===== src/sv/led_blink_pattern_sequencer_top_assert.svh =====
// Assertion macros for the LED blink pattern sequencer.
`ifndef LED_BLINK_PATTERN_SEQUENCER_TOP_ASSERT_SVH
`define LED_BLINK_PATTERN_SEQUENCER_TOP_ASSERT_SVH
`ifndef SYNTHESIS
// Same-cycle implication, disabled during reset.
`define LBPS_ASSERT_IMP(label, clk, rst_n, ante, cons) \
    label: assert property (@(posedge clk) disable iff (!rst_n) (ante) |-> (cons)) \
        else $error("lbps: same-cycle implication failed");
// Next-cycle implication, disabled during reset.
`define LBPS_ASSERT_NEXT(label, clk, rst_n, ante, cons) \
    label: assert property (@(posedge clk) disable iff (!rst_n) (ante) |=> (cons)) \
        else $error("lbps: next-cycle implication failed");
`else
`define LBPS_ASSERT_IMP(label, clk, rst_n, ante, cons)
`define LBPS_ASSERT_NEXT(label, clk, rst_n, ante, cons)
`endif
`endif


===== src/sv/lbps_pkg.sv =====
// Shared types, constants and helper functions of the LED blink pattern sequencer.
package lbps_pkg;

    localparam int NUM_LEDS       = 4;
    localparam int LED_IDX_W      = 2;
    localparam int TIME_WIDTH_DEF = 16;
    localparam int CFG_W          = 16;
    localparam int CFG_IDX_W      = 1;

    // Request codes.
    localparam logic [1:0] REQ_TICK  = 2'd0;
    localparam logic [1:0] REQ_WRITE = 2'd1;
    localparam logic [1:0] REQ_READ  = 2'd2;

    // Configuration register indexes.
    localparam logic [CFG_IDX_W-1:0] REG_HALF_PERIOD = 1'd0;
    localparam logic [CFG_IDX_W-1:0] REG_GAP         = 1'd1;

    localparam logic [7:0]          WRITE_LEN_OK = 8'd2;
    localparam logic [NUM_LEDS-1:0] ALL_OFF      = 4'hF;
    localparam logic [CFG_W-1:0]    HALF_RESET   = 16'd300;
    localparam logic [CFG_W-1:0]    GAP_RESET    = 16'd2000;

    typedef struct packed {
        logic [1:0] req_type;
        logic [7:0] blink_byte;
        logic [7:0] const_byte;
        logic [7:0] write_len;
    } item_word_t;

    typedef struct packed {
        logic [NUM_LEDS-1:0] led_levels;
        logic [7:0]          read_blink;
        logic [7:0]          read_const;
        logic                status;
    } result_word_t;

    typedef struct packed {
        logic [CFG_IDX_W-1:0] index;
        logic [CFG_W-1:0]     data;
    } cfg_word_t;

    // Outcome of the search for the next LED that has blinks.
    typedef struct packed {
        logic                 found;
        logic [LED_IDX_W-1:0] idx;
    } led_pick_t;

    // Blink count of one LED: once bit plus twice the twice bit.
    function automatic logic [1:0] led_blinks(input logic [7:0] pattern,
                                              input logic [LED_IDX_W-1:0] idx);
        led_blinks = {pattern[idx], pattern[{1'b1, idx}]};
    endfunction

    // One-hot bit for an LED.
    function automatic logic [NUM_LEDS-1:0] led_bit(input logic [LED_IDX_W-1:0] idx);
        led_bit = NUM_LEDS'(1) << idx;
    endfunction

    // First LED at or after 'from' whose mask bit is set.
    function automatic led_pick_t first_led(input logic [NUM_LEDS-1:0] mask,
                                            input logic [LED_IDX_W:0] from);
        led_pick_t pick;
        pick.found = 1'b0;
        pick.idx   = '0;
        for (int i = NUM_LEDS - 1; i >= 0; i--) begin
            if (mask[i] && (LED_IDX_W'(i) >= from[LED_IDX_W-1:0] || 1'b0) &&
                !from[LED_IDX_W]) begin
                pick.found = 1'b1;
                pick.idx   = LED_IDX_W'(i);
            end
        end
        first_led = pick;
    endfunction

endpackage


===== src/sv/lbps_chan_if.sv =====
// Valid/ready channel interface carrying one word of a given payload type.
interface lbps_chan_if #(
    parameter type payload_t = logic
) ();
    logic     valid;
    logic     ready;
    payload_t payload;

    modport source (output valid, output payload, input ready);
    modport sink   (input valid, input payload, output ready);
endinterface


===== src/sv/lbps_core.sv =====
// Pattern state, configuration registers and the per-word next-state logic.
module lbps_core #(
    parameter int TIME_WIDTH = lbps_pkg::TIME_WIDTH_DEF
) (
    input  logic                  clk,
    input  logic                  rst_n,
    lbps_chan_if.sink             cfg,
    input  logic                  accept,
    input  lbps_pkg::item_word_t  item_word,
    output lbps_pkg::result_word_t result_word
);

    localparam logic [1:0] PH_ON  = 2'd0;
    localparam logic [1:0] PH_OFF = 2'd1;
    localparam logic [1:0] PH_GAP = 2'd2;

    localparam int LW = (TIME_WIDTH > lbps_pkg::CFG_W) ? TIME_WIDTH : lbps_pkg::CFG_W;
    localparam logic [TIME_WIDTH-1:0] TICK_MAX = {TIME_WIDTH{1'b1}};

    logic [lbps_pkg::CFG_W-1:0]     half_reg, gap_reg;
    logic [7:0]                     bp_reg, bp_next;
    logic [7:0]                     cp_reg, cp_next;
    logic [1:0]                     phase_reg, phase_next;
    logic [lbps_pkg::LED_IDX_W-1:0] led_idx_reg, led_idx_next;
    logic [1:0]                     done_reg, done_next;
    logic [TIME_WIDTH-1:0]          tick_reg, tick_next;
    logic [lbps_pkg::NUM_LEDS-1:0]  pins_reg, pins_next;

    logic [LW-1:0]                  half_ext, gap_ext;
    logic [TIME_WIDTH-1:0]          half_lim, gap_lim, tick_inc;
    logic [lbps_pkg::NUM_LEDS-1:0]  mask_cur, mask_new, steady_new;
    lbps_pkg::led_pick_t            adv_next, adv_zero, adv_new, adv;
    logic                           do_adv;
    logic [2:0]                     done_inc;
    logic [7:0]                     rb, rc;
    logic                           st;

    // Configuration writes; every register accepts at once.
    assign cfg.ready = 1'b1;

    always_ff @(posedge clk or negedge rst_n)
    begin
        if (!rst_n)
        begin
            half_reg <= lbps_pkg::HALF_RESET;
            gap_reg  <= lbps_pkg::GAP_RESET;
        end
        else if (cfg.valid)
        begin
            case (cfg.payload.index)
                lbps_pkg::REG_HALF_PERIOD: half_reg <= cfg.payload.data;
                lbps_pkg::REG_GAP:         gap_reg  <= cfg.payload.data;
                default: ;
            endcase
        end
    end

    // Limits clamped to the tick counter range, and the saturating increment.
    always_comb
    begin
        half_ext = LW'(half_reg);
        gap_ext  = LW'(gap_reg);
        half_lim = (half_ext > LW'(TICK_MAX)) ? TICK_MAX : half_ext[TIME_WIDTH-1:0];
        gap_lim  = (gap_ext > LW'(TICK_MAX)) ? TICK_MAX : gap_ext[TIME_WIDTH-1:0];
        tick_inc = (tick_reg == TICK_MAX) ? tick_reg : tick_reg + TIME_WIDTH'(1);
    end

    // Candidate LEDs for the three places where the pattern moves on.
    assign mask_cur   = bp_reg[7:4] | bp_reg[3:0];
    assign mask_new   = item_word.blink_byte[7:4] | item_word.blink_byte[3:0];
    assign steady_new = item_word.const_byte[7:4];
    assign adv_next   = lbps_pkg::first_led(mask_cur, {1'b0, led_idx_reg} + 3'd1);
    assign adv_zero   = lbps_pkg::first_led(mask_cur, 3'd0);
    assign adv_new    = lbps_pkg::first_led(mask_new, 3'd0);
    assign done_inc   = {1'b0, done_reg} + 3'd1;

    // Next state for the accepted word.
    always_comb
    begin
        bp_next      = bp_reg;
        cp_next      = cp_reg;
        phase_next   = phase_reg;
        led_idx_next = led_idx_reg;
        done_next    = done_reg;
        tick_next    = tick_reg;
        pins_next    = pins_reg;
        rb           = 8'd0;
        rc           = 8'd0;
        st           = 1'b0;
        do_adv       = 1'b0;
        adv          = adv_zero;
        if (accept)
        begin
            case (item_word.req_type)
                lbps_pkg::REQ_TICK:
                begin
                    if (cp_reg[7:4] == 4'd0)
                    begin
                        tick_next = tick_inc;
                        case (phase_reg)
                            PH_ON:
                            begin
                                if (tick_inc >= half_lim)
                                begin
                                    pins_next  = lbps_pkg::ALL_OFF;
                                    phase_next = PH_OFF;
                                    tick_next  = '0;
                                end
                            end
                            PH_OFF:
                            begin
                                if (tick_inc >= half_lim)
                                begin
                                    if (done_inc <
                                        {1'b0, lbps_pkg::led_blinks(bp_reg, led_idx_reg)})
                                    begin
                                        done_next  = done_inc[1:0];
                                        phase_next = PH_ON;
                                        tick_next  = '0;
                                        pins_next  = lbps_pkg::ALL_OFF &
                                                     ~lbps_pkg::led_bit(led_idx_reg);
                                    end
                                    else
                                    begin
                                        do_adv = 1'b1;
                                        adv    = adv_next;
                                    end
                                end
                            end
                            default:
                            begin
                                if (tick_inc >= gap_lim)
                                begin
                                    do_adv = 1'b1;
                                    adv    = adv_zero;
                                end
                            end
                        endcase
                    end
                end
                lbps_pkg::REQ_WRITE:
                begin
                    if (item_word.write_len == lbps_pkg::WRITE_LEN_OK)
                    begin
                        bp_next = item_word.blink_byte;
                        cp_next = item_word.const_byte;
                        if (steady_new != 4'd0)
                        begin
                            pins_next    = lbps_pkg::ALL_OFF & ~steady_new;
                            phase_next   = PH_ON;
                            led_idx_next = '0;
                            done_next    = 2'd0;
                            tick_next    = '0;
                        end
                        else
                        begin
                            do_adv = 1'b1;
                            adv    = adv_new;
                        end
                    end
                    else
                    begin
                        st = 1'b1;
                    end
                end
                lbps_pkg::REQ_READ:
                begin
                    rb = bp_reg;
                    rc = cp_reg;
                end
                default: ;
            endcase

            // Light the chosen LED, or fall into the gap when none has blinks.
            if (do_adv)
            begin
                tick_next = '0;
                if (adv.found)
                begin
                    led_idx_next = adv.idx;
                    done_next    = 2'd0;
                    phase_next   = PH_ON;
                    pins_next    = lbps_pkg::ALL_OFF & ~lbps_pkg::led_bit(adv.idx);
                end
                else
                begin
                    phase_next = PH_GAP;
                    pins_next  = lbps_pkg::ALL_OFF;
                end
            end
        end
    end

    // Result word reflects the pin levels after this word.
    always_comb
    begin
        result_word.led_levels = pins_next;
        result_word.read_blink = rb;
        result_word.read_const = rc;
        result_word.status     = st;
    end

    // Pattern state registers.
    always_ff @(posedge clk or negedge rst_n)
    begin
        if (!rst_n)
        begin
            bp_reg      <= 8'd0;
            cp_reg      <= 8'd0;
            phase_reg   <= PH_ON;
            led_idx_reg <= '0;
            done_reg    <= 2'd0;
            tick_reg    <= '0;
            pins_reg    <= lbps_pkg::ALL_OFF;
        end
        else
        begin
            bp_reg      <= bp_next;
            cp_reg      <= cp_next;
            phase_reg   <= phase_next;
            led_idx_reg <= led_idx_next;
            done_reg    <= done_next;
            tick_reg    <= tick_next;
            pins_reg    <= pins_next;
        end
    end

endmodule


===== src/sv/lbps_out_buf.sv =====
// Two-entry result buffer: an output register backed by a skid register.
module lbps_out_buf (
    input  logic                   clk,
    input  logic                   rst_n,
    input  logic                   push,
    input  lbps_pkg::result_word_t push_word,
    output logic                   can_push,
    lbps_chan_if.source            result
);

    logic                   head_valid_reg, head_valid_next;
    logic                   skid_valid_reg, skid_valid_next;
    lbps_pkg::result_word_t head_reg, head_next;
    lbps_pkg::result_word_t skid_reg, skid_next;
    logic                   pop;

    assign can_push       = !skid_valid_reg;
    assign pop            = head_valid_reg && result.ready;
    assign result.valid   = head_valid_reg;
    assign result.payload = head_reg;

    // Refill the head from the skid entry first, then from the new word.
    always_comb
    begin
        head_valid_next = head_valid_reg;
        skid_valid_next = skid_valid_reg;
        head_next       = head_reg;
        skid_next       = skid_reg;
        if (!head_valid_reg || pop)
        begin
            if (skid_valid_reg)
            begin
                head_next       = skid_reg;
                head_valid_next = 1'b1;
                skid_valid_next = push;
                skid_next       = push_word;
            end
            else
            begin
                head_next       = push_word;
                head_valid_next = push;
            end
        end
        else if (push)
        begin
            skid_next       = push_word;
            skid_valid_next = 1'b1;
        end
    end

    // Valid flags.
    always_ff @(posedge clk or negedge rst_n)
    begin
        if (!rst_n)
        begin
            head_valid_reg <= 1'b0;
            skid_valid_reg <= 1'b0;
        end
        else
        begin
            head_valid_reg <= head_valid_next;
            skid_valid_reg <= skid_valid_next;
        end
    end

    // Payload registers.
    always_ff @(posedge clk)
    begin
        head_reg <= head_next;
        skid_reg <= skid_next;
    end

endmodule


===== src/sv/led_blink_pattern_sequencer_top.sv =====
// Top level of the LED blink pattern sequencer.
//
//  Port    | Role   | Word fields
//  --------+--------+------------------------------------------------
//  item    | sink   | req_type, blink_byte, const_byte, write_len
//  result  | source | led_levels, read_blink, read_const, status
//  cfg     | sink   | index (0 half period, 1 gap), data (16 bit)
//
// One item word is taken per cycle while item.ready is high; its result word
// enters the output register, or the skid register when that one is occupied.
// The update is a tick counter compare and a four-LED pick. item.ready drops
// only when both result entries are full. cfg.ready is always high.
// Reset (asynchronous, active low) turns all LEDs off, clears both patterns
// and loads the half period and gap registers with 300 and 2000 ticks.
module led_blink_pattern_sequencer_top #(
    parameter int TIME_WIDTH = lbps_pkg::TIME_WIDTH_DEF
) (
    input  logic        clk,
    input  logic        rst_n,
    lbps_chan_if.sink   item,
    lbps_chan_if.source result,
    lbps_chan_if.sink   cfg
);

`include "led_blink_pattern_sequencer_top_assert.svh"

    logic                   accept;
    logic                   can_push;
    lbps_pkg::result_word_t step_word;

    // Input handshake follows the room in the result buffer.
    assign item.ready = can_push;
    assign accept     = item.valid && can_push;

    lbps_core #(
        .TIME_WIDTH (TIME_WIDTH)
    ) u_core (
        .clk         (clk),
        .rst_n       (rst_n),
        .cfg         (cfg),
        .accept      (accept),
        .item_word   (item.payload),
        .result_word (step_word)
    );

    lbps_out_buf u_out_buf (
        .clk       (clk),
        .rst_n     (rst_n),
        .push      (accept),
        .push_word (step_word),
        .can_push  (can_push),
        .result    (result)
    );

    // Every accepted word has a result waiting on the next cycle.
    `LBPS_ASSERT_NEXT(a_result_follows, clk, rst_n, accept, result.valid)
    // The input side stalls only when the output register is occupied.
    `LBPS_ASSERT_IMP(a_stall_needs_head, clk, rst_n, !item.ready, result.valid)
    // A stalled output with a full skid entry keeps the input stalled.
    `LBPS_ASSERT_NEXT(a_full_holds, clk, rst_n, !item.ready && !result.ready, !item.ready)

endmodule


===== src/flat_wrapper.sv =====
// flat-port wrapper written by rule: the top's interface ports become plain ports
module led_blink_pattern_sequencer_top_flat 
#(
    parameter int TIME_WIDTH = lbps_pkg::TIME_WIDTH_DEF
)
  (clk, rst_n, item_valid, item_payload, item_ready, result_valid, result_payload, result_ready, cfg_valid, cfg_payload, cfg_ready);
  lbps_chan_if #(.payload_t(lbps_pkg::item_word_t)) item_i ();
  lbps_chan_if #(.payload_t(lbps_pkg::result_word_t)) result_i ();
  lbps_chan_if #(.payload_t(lbps_pkg::cfg_word_t)) cfg_i ();
  input  logic clk;
  input  logic rst_n;
  input wire logic [$bits(item_i.valid)-1:0] item_valid;
  input wire logic [$bits(item_i.payload)-1:0] item_payload;
  output wire logic [$bits(item_i.ready)-1:0] item_ready;
  output wire logic [$bits(result_i.valid)-1:0] result_valid;
  output wire logic [$bits(result_i.payload)-1:0] result_payload;
  input wire logic [$bits(result_i.ready)-1:0] result_ready;
  input wire logic [$bits(cfg_i.valid)-1:0] cfg_valid;
  input wire logic [$bits(cfg_i.payload)-1:0] cfg_payload;
  output wire logic [$bits(cfg_i.ready)-1:0] cfg_ready;
  assign item_i.valid = item_valid;
  assign item_i.payload = item_payload;
  assign item_ready = item_i.ready;
  assign result_valid = result_i.valid;
  assign result_payload = result_i.payload;
  assign result_i.ready = result_ready;
  assign cfg_i.valid = cfg_valid;
  assign cfg_i.payload = cfg_payload;
  assign cfg_ready = cfg_i.ready;
  led_blink_pattern_sequencer_top #(.TIME_WIDTH(TIME_WIDTH)) u_core (.clk(clk), .rst_n(rst_n), .item(item_i), .result(result_i), .cfg(cfg_i));
endmodule

===== config.mk =====
export PLATFORM = sky130hd
export DESIGN_NAME = led_blink_pattern_sequencer_top_flat
export DESIGN_NICKNAME = d
export VERILOG_FILES = /design/src/sv/lbps_pkg.sv /design/src/sv/lbps_chan_if.sv /design/src/sv/lbps_core.sv /design/src/sv/lbps_out_buf.sv /design/src/sv/led_blink_pattern_sequencer_top.sv /design/src/flat_wrapper.sv
export VERILOG_INCLUDE_DIRS = /design/src /design/src/sv
export SDC_FILE = /design/constraint.sdc
export NUM_CORES = 1
export LEC_CHECK = 0
export ABC_CLOCK_PERIOD_IN_PS = 8200
export BUFFER_PORTS_ARGS = -buffer_cell sky130_fd_sc_hd__buf_4
export CORE_MARGIN = 2
export CORE_UTILIZATION = 57
export CTS_CLUSTER_DIAMETER = 200
export DETAILED_ROUTE_END_ITERATION = 10
export GPL_TIMING_DRIVEN = 0
export PLACE_DENSITY = 0.85
export SKIP_LAST_GASP = 1
export SYNTH_ARGS = -nofsm -noshare
export SYNTH_HDL_FRONTEND = slang
export SYNTH_HIERARCHICAL = 1
export SYNTH_SLANG_ARGS = --single-unit

===== constraint.sdc =====
create_clock -name clk -period 8.2 [get_ports clk]
set_clock_uncertainty 0.1 [all_clocks]
set_input_delay 0.41 -clock clk [delete_from_list [all_inputs] [get_ports clk]]
set_output_delay 0.41 -clock clk [all_outputs]
set_load 0.05 [all_outputs]

==> reports/results.txt <==
The mean routed wirelength per cell was 18.8 um. The post-CTS resize count came out at 0. After synthesis, the cell types taking the most area are sky130_fd_sc_hd__dfrtp_1 23%, sky130_fd_sc_hd__edfxtp_1 19%, sky130_fd_sc_hd__ha_1 7.2%. Across all hold checks on the routed design, the worst slack comes to 0.0361 ns.

With fillers left out, the area of the finished cells amounts to 0.00811 mm2. The logs give 3.60 nW for the cell leakage power and 5,442 for the total via count in the routed design. The data required time of the worst path is 8.27 ns, and the DRC marker count from the first detailed-route iteration is 373. The final weighted congestion in routability-driven placement was 0.908. After synthesis, the netlist uses 73 different library cells. The signal on the critical path passes through and4_4, and4_1, buf_2, nand4_1, clkbuf_1, nand3_1, xnor2_1, ha_1, and4_1, o211ai_1, o32a_1, a31oi_1, a21boi_1, buf_2, nor4b_1, a211oi_1, mux2_2.

The via density per instance is 6.21, and the remaining global-route overflow is 0. The final number of max-transition violations was 0. Max capacitance violation total: 0. For this design, the slowest cell found on the critical path is sky130_fd_sc_hd__nor4b_1. Basic-gate share of the synthesized area counting and, or, nand and nor cells: 14.9%. The synthesized netlist devotes 13.2% of its cell area to compound gates. Multi-input gate area in the final layout: 0.00329 mm2. The commonest cells after synthesis are 62 x sky130_fd_sc_hd__dfrtp_1, 52 x sky130_fd_sc_hd__nand2_1, 48 x sky130_fd_sc_hd__inv_1. The boundary pin count is 72, and the layout net count is 808. Once the floorplan was initialized, standard cells occupied 59.1% of the core. Yosys printed 6 warnings. The run gives 4 as the maximum level of the CTS H-tree. The clock net in this run drives a total of 118 sinks. From synthesis to final layout, the design area changed by 19.1%.

In this run, post-CTS hold repair placed 0 buffers. The first global-routing pass estimated 26,900 um of wire. Leading register cell type out of synthesis: sky130_fd_sc_hd__dfrtp_1. After detailed routing, the number of remaining DRC violations is 0.

Area taken by flip-flops and latches: 0.00318 mm2. The number of flip-flops and latches in the synthesized netlist works out to 118. After synthesis, the share of cell area in mux cells is 11.4%.

The worst slack at placement is 3.08 ns, and the total count of hold-check failures in the final report is 0. The synthesized design spends more area on one cell type than any other, namely sky130_fd_sc_hd__dfrtp_1. TritonCTS built the clock tree. Setup repair after global routing left no endpoint under its margin.

The worst-margin pin slew is 0.967 ns, and the maximum achievable frequency is 0.188 GHz. Averaged over all synthesized cells, the footprint is 10.8 um2. The tools report the overall global routing resource usage as 26.8%. The kind of end point of the critical path is a flop. Clock transition at the register clock pins on the worst setup and hold paths after CTS: 0.05 ns. The critical path in this run is classified as flop to flop. The count of flip-flops with a built-in enable after synthesis was 42; the total number of placement rows was 39. The core area was 0.0115 mm2; the number of nets produced by synthesis was 720. The main combinational cell family by area after synthesis is simple AND/OR/NAND/NOR gates. The tools report the master cell of the clock root buffer as sky130_fd_sc_hd__clkbuf_16.

Fraction of layout instances using a drive strength above 1: 26.6%. In this run the power density over the cells is 260 mW/mm2. The cell area that synthesis handed to floorplanning was 0.00681 mm2.

The run gives 11,800 um as the half-perimeter wire length after detailed placement. Maximum ir drop on the vdd rail: 0.154 mV. For the number of buffers created by CTS, the log shows 17. Maximum net fanout on the critical path: 10. The synthesized netlist cell count was 632. In the finished design, the share of the clock period the worst path needs comes to 64.7%. The logs give 5.38 ns for the data arrival time of the worst path and 16,400 um for the total wire length after detailed routing. Once detail routing completed, the nets flagged for antenna violations numbered 0. For the total of fill cells in the finished design, the log shows 780. The area of the die was 0.0128 mm2. The adder and majority cell fraction of the synthesized area is 7.62%, and the maximum number of pins on one net before global-route repair is 77. The final period demand of the worst path is 5.31 ns. The tools report the number of antenna cells inserted as 0. The async set-reset flop share out of synthesis came out at 64.4%. The path class of the tightest hold or removal check is input port to asynchronous set/reset pin. Clock latency on the worst-skew pair, taken at its later pin, is 0.42 ns. Sequential elements use 46.7% of the synthesized area.

The number of global-route vias before repair is 5,562, and the standard cell area after detailed placement is 0.00751 mm2. STA classifies the critical path startpoint as a flop. Across all setup checks in the final design, the least slack found is 2.89 ns.

After synthesis, the largest area contributor takes up 22.8% of total cell area. For this run, the detailed router's first-pass iteration total came to 8. The number of failing setup endpoints in the final timing report came out at 0. In this design, the stage delay of the slowest critical-path cell is 0.64 ns. No sink is reached through more buffers than the 2 on the longest clock path. The number of antenna violations at the first check in global routing came out at 0. Summing the areas of all xor and xnor instances in the mapped netlist gives 1.16% of the synthesized area. After routing, the total negative slack on setup checks comes to 0 ns.

Buffers added to address setup during post-CTS repair amount to 0. In the post-synthesis netlist, the cell with the most instances is sky130_fd_sc_hd__dfrtp_1. The flow ran to the end, and the final reports show no timing, DRC or antenna violations. The count of input and output buffers was 69; the worst relative slew slack was 35.0%. From bottom edge to top edge, the die measures 113 um. From left edge to right edge, the die measures 113 um.
[through the flow]
step                util, %  power, mW  cells
finish                 70.4       2.11    876
global route           70.4       2.21    876
CTS                    70.4       2.12    876
detailed placement     65.2       1.36    844
global placement       65.2       1.33    844
floorplan                 -       1.19    632
[power by group]
group | internal (mW) | switching (mW) | total (mW) | leakage (nW)
clock network | 0.478 | 0.271 | 0.749 | 0.295
logic | 0.221 | 0.352 | 0.573 | 1.94
registers | 0.735 | 0.0549 | 0.790 | 1.36
total | 1.43 | 0.678 | 2.11 | 3.60
[layer usage]
layer / global-route usage, % / up-vias / wire [um]
li1: - / 2500 / -
met5: 0 / - / 0
met1: 29.9 / 2618 / 6260
met3: 6.43 / 70 / 1070
met4: 14.3 / 0 / 782
met2: 47.5 / 254 / 8320
[kinds of logic after synthesis]
logic type | count (synthesis)
XOR/XNOR | 9
flip-flops | 118
adder cells (fa/ha/maj) | 41
AND/OR/NAND/NOR | 195
other | 1
AO/OA/AOI/OAI | 133
buffers and inverters | 74
multiplexers | 61
[layout by cell type (no fill, tap or decap), types with 7 or more instances in the layout]
master / netlist / layout
sky130_fd_sc_hd__buf_4: 2 / 71
sky130_fd_sc_hd__dfrtp_1: 62 / 62
sky130_fd_sc_hd__nand2_1: 52 / 52
sky130_fd_sc_hd__inv_1: 48 / 48
sky130_fd_sc_hd__edfxtp_1: 42 / 42
sky130_fd_sc_hd__mux2_2: 39 / 39
sky130_fd_sc_hd__ha_1: 39 / 39
sky130_fd_sc_hd__o21ai_0: 38 / 38
sky130_fd_sc_hd__nor2_1: 34 / 34
sky130_fd_sc_hd__a21oi_1: 31 / 31
sky130_fd_sc_hd__and2_1: 20 / 20
sky130_fd_sc_hd__nand3_1: 20 / 20
sky130_fd_sc_hd__clkbuf_16: 0 / 17
sky130_fd_sc_hd__mux2_4: 17 / 17
sky130_fd_sc_hd__clkbuf_1: 15 / 15
sky130_fd_sc_hd__nor3_1: 14 / 14
sky130_fd_sc_hd__dfstp_2: 14 / 14
sky130_fd_sc_hd__nand4_1: 9 / 9
sky130_fd_sc_hd__a211oi_1: 8 / 8
sky130_fd_sc_hd__xnor2_1: 7 / 7
[path summary, 6_finish.rpt]
path	start	end	slack (ns)	depth (start not counted)
worst max-delay path	u_core/u_core/tick_reg[7]	u_core/u_out_buf/result.payload[19]	2.89	17
worst min-delay path	rst_n	u_core/u_core/cp_reg[5]	0.04	1
worst max register to register	u_core/u_core/tick_reg[7]	u_core/u_out_buf/result.payload[19]	2.89	17
worst min register to register	u_core/u_core/cp_reg[0]	u_core/u_core/cp_reg[0]	0.39	1
max in group asynchronous	rst_n	u_core/u_out_buf/result.valid	7.33	1
min in group clk	cfg_payload[6]	u_core/u_core/half_ext[6]	0.10	3
[worst max-delay path: cells and delay by family, from the launching register on]
kind / cells / cell delay (ns)
DFF: 1 / 0.42
and+or+nand+nor: 6 / 1.56
AOI/OAI and AO/OA: 5 / 1.20
xor gates and xnor gates: 1 / 0.45
muxes: 1 / 0.30
adders and majority gates: 1 / 0.27
buffers and inverters: 3 / 0.75
[cell type report]
type	count	area share (%)
flip-flops and latches	118	39.2
multi-input cells	440	40.6
repair buffers	69	6.39
inverters	48	2.22
well taps	143	2.21
clock buffers	17	5.25
clock inverters	15	2.19
plain buffers	26	1.96
Note: power is estimated with default switching activity, not from simulation.
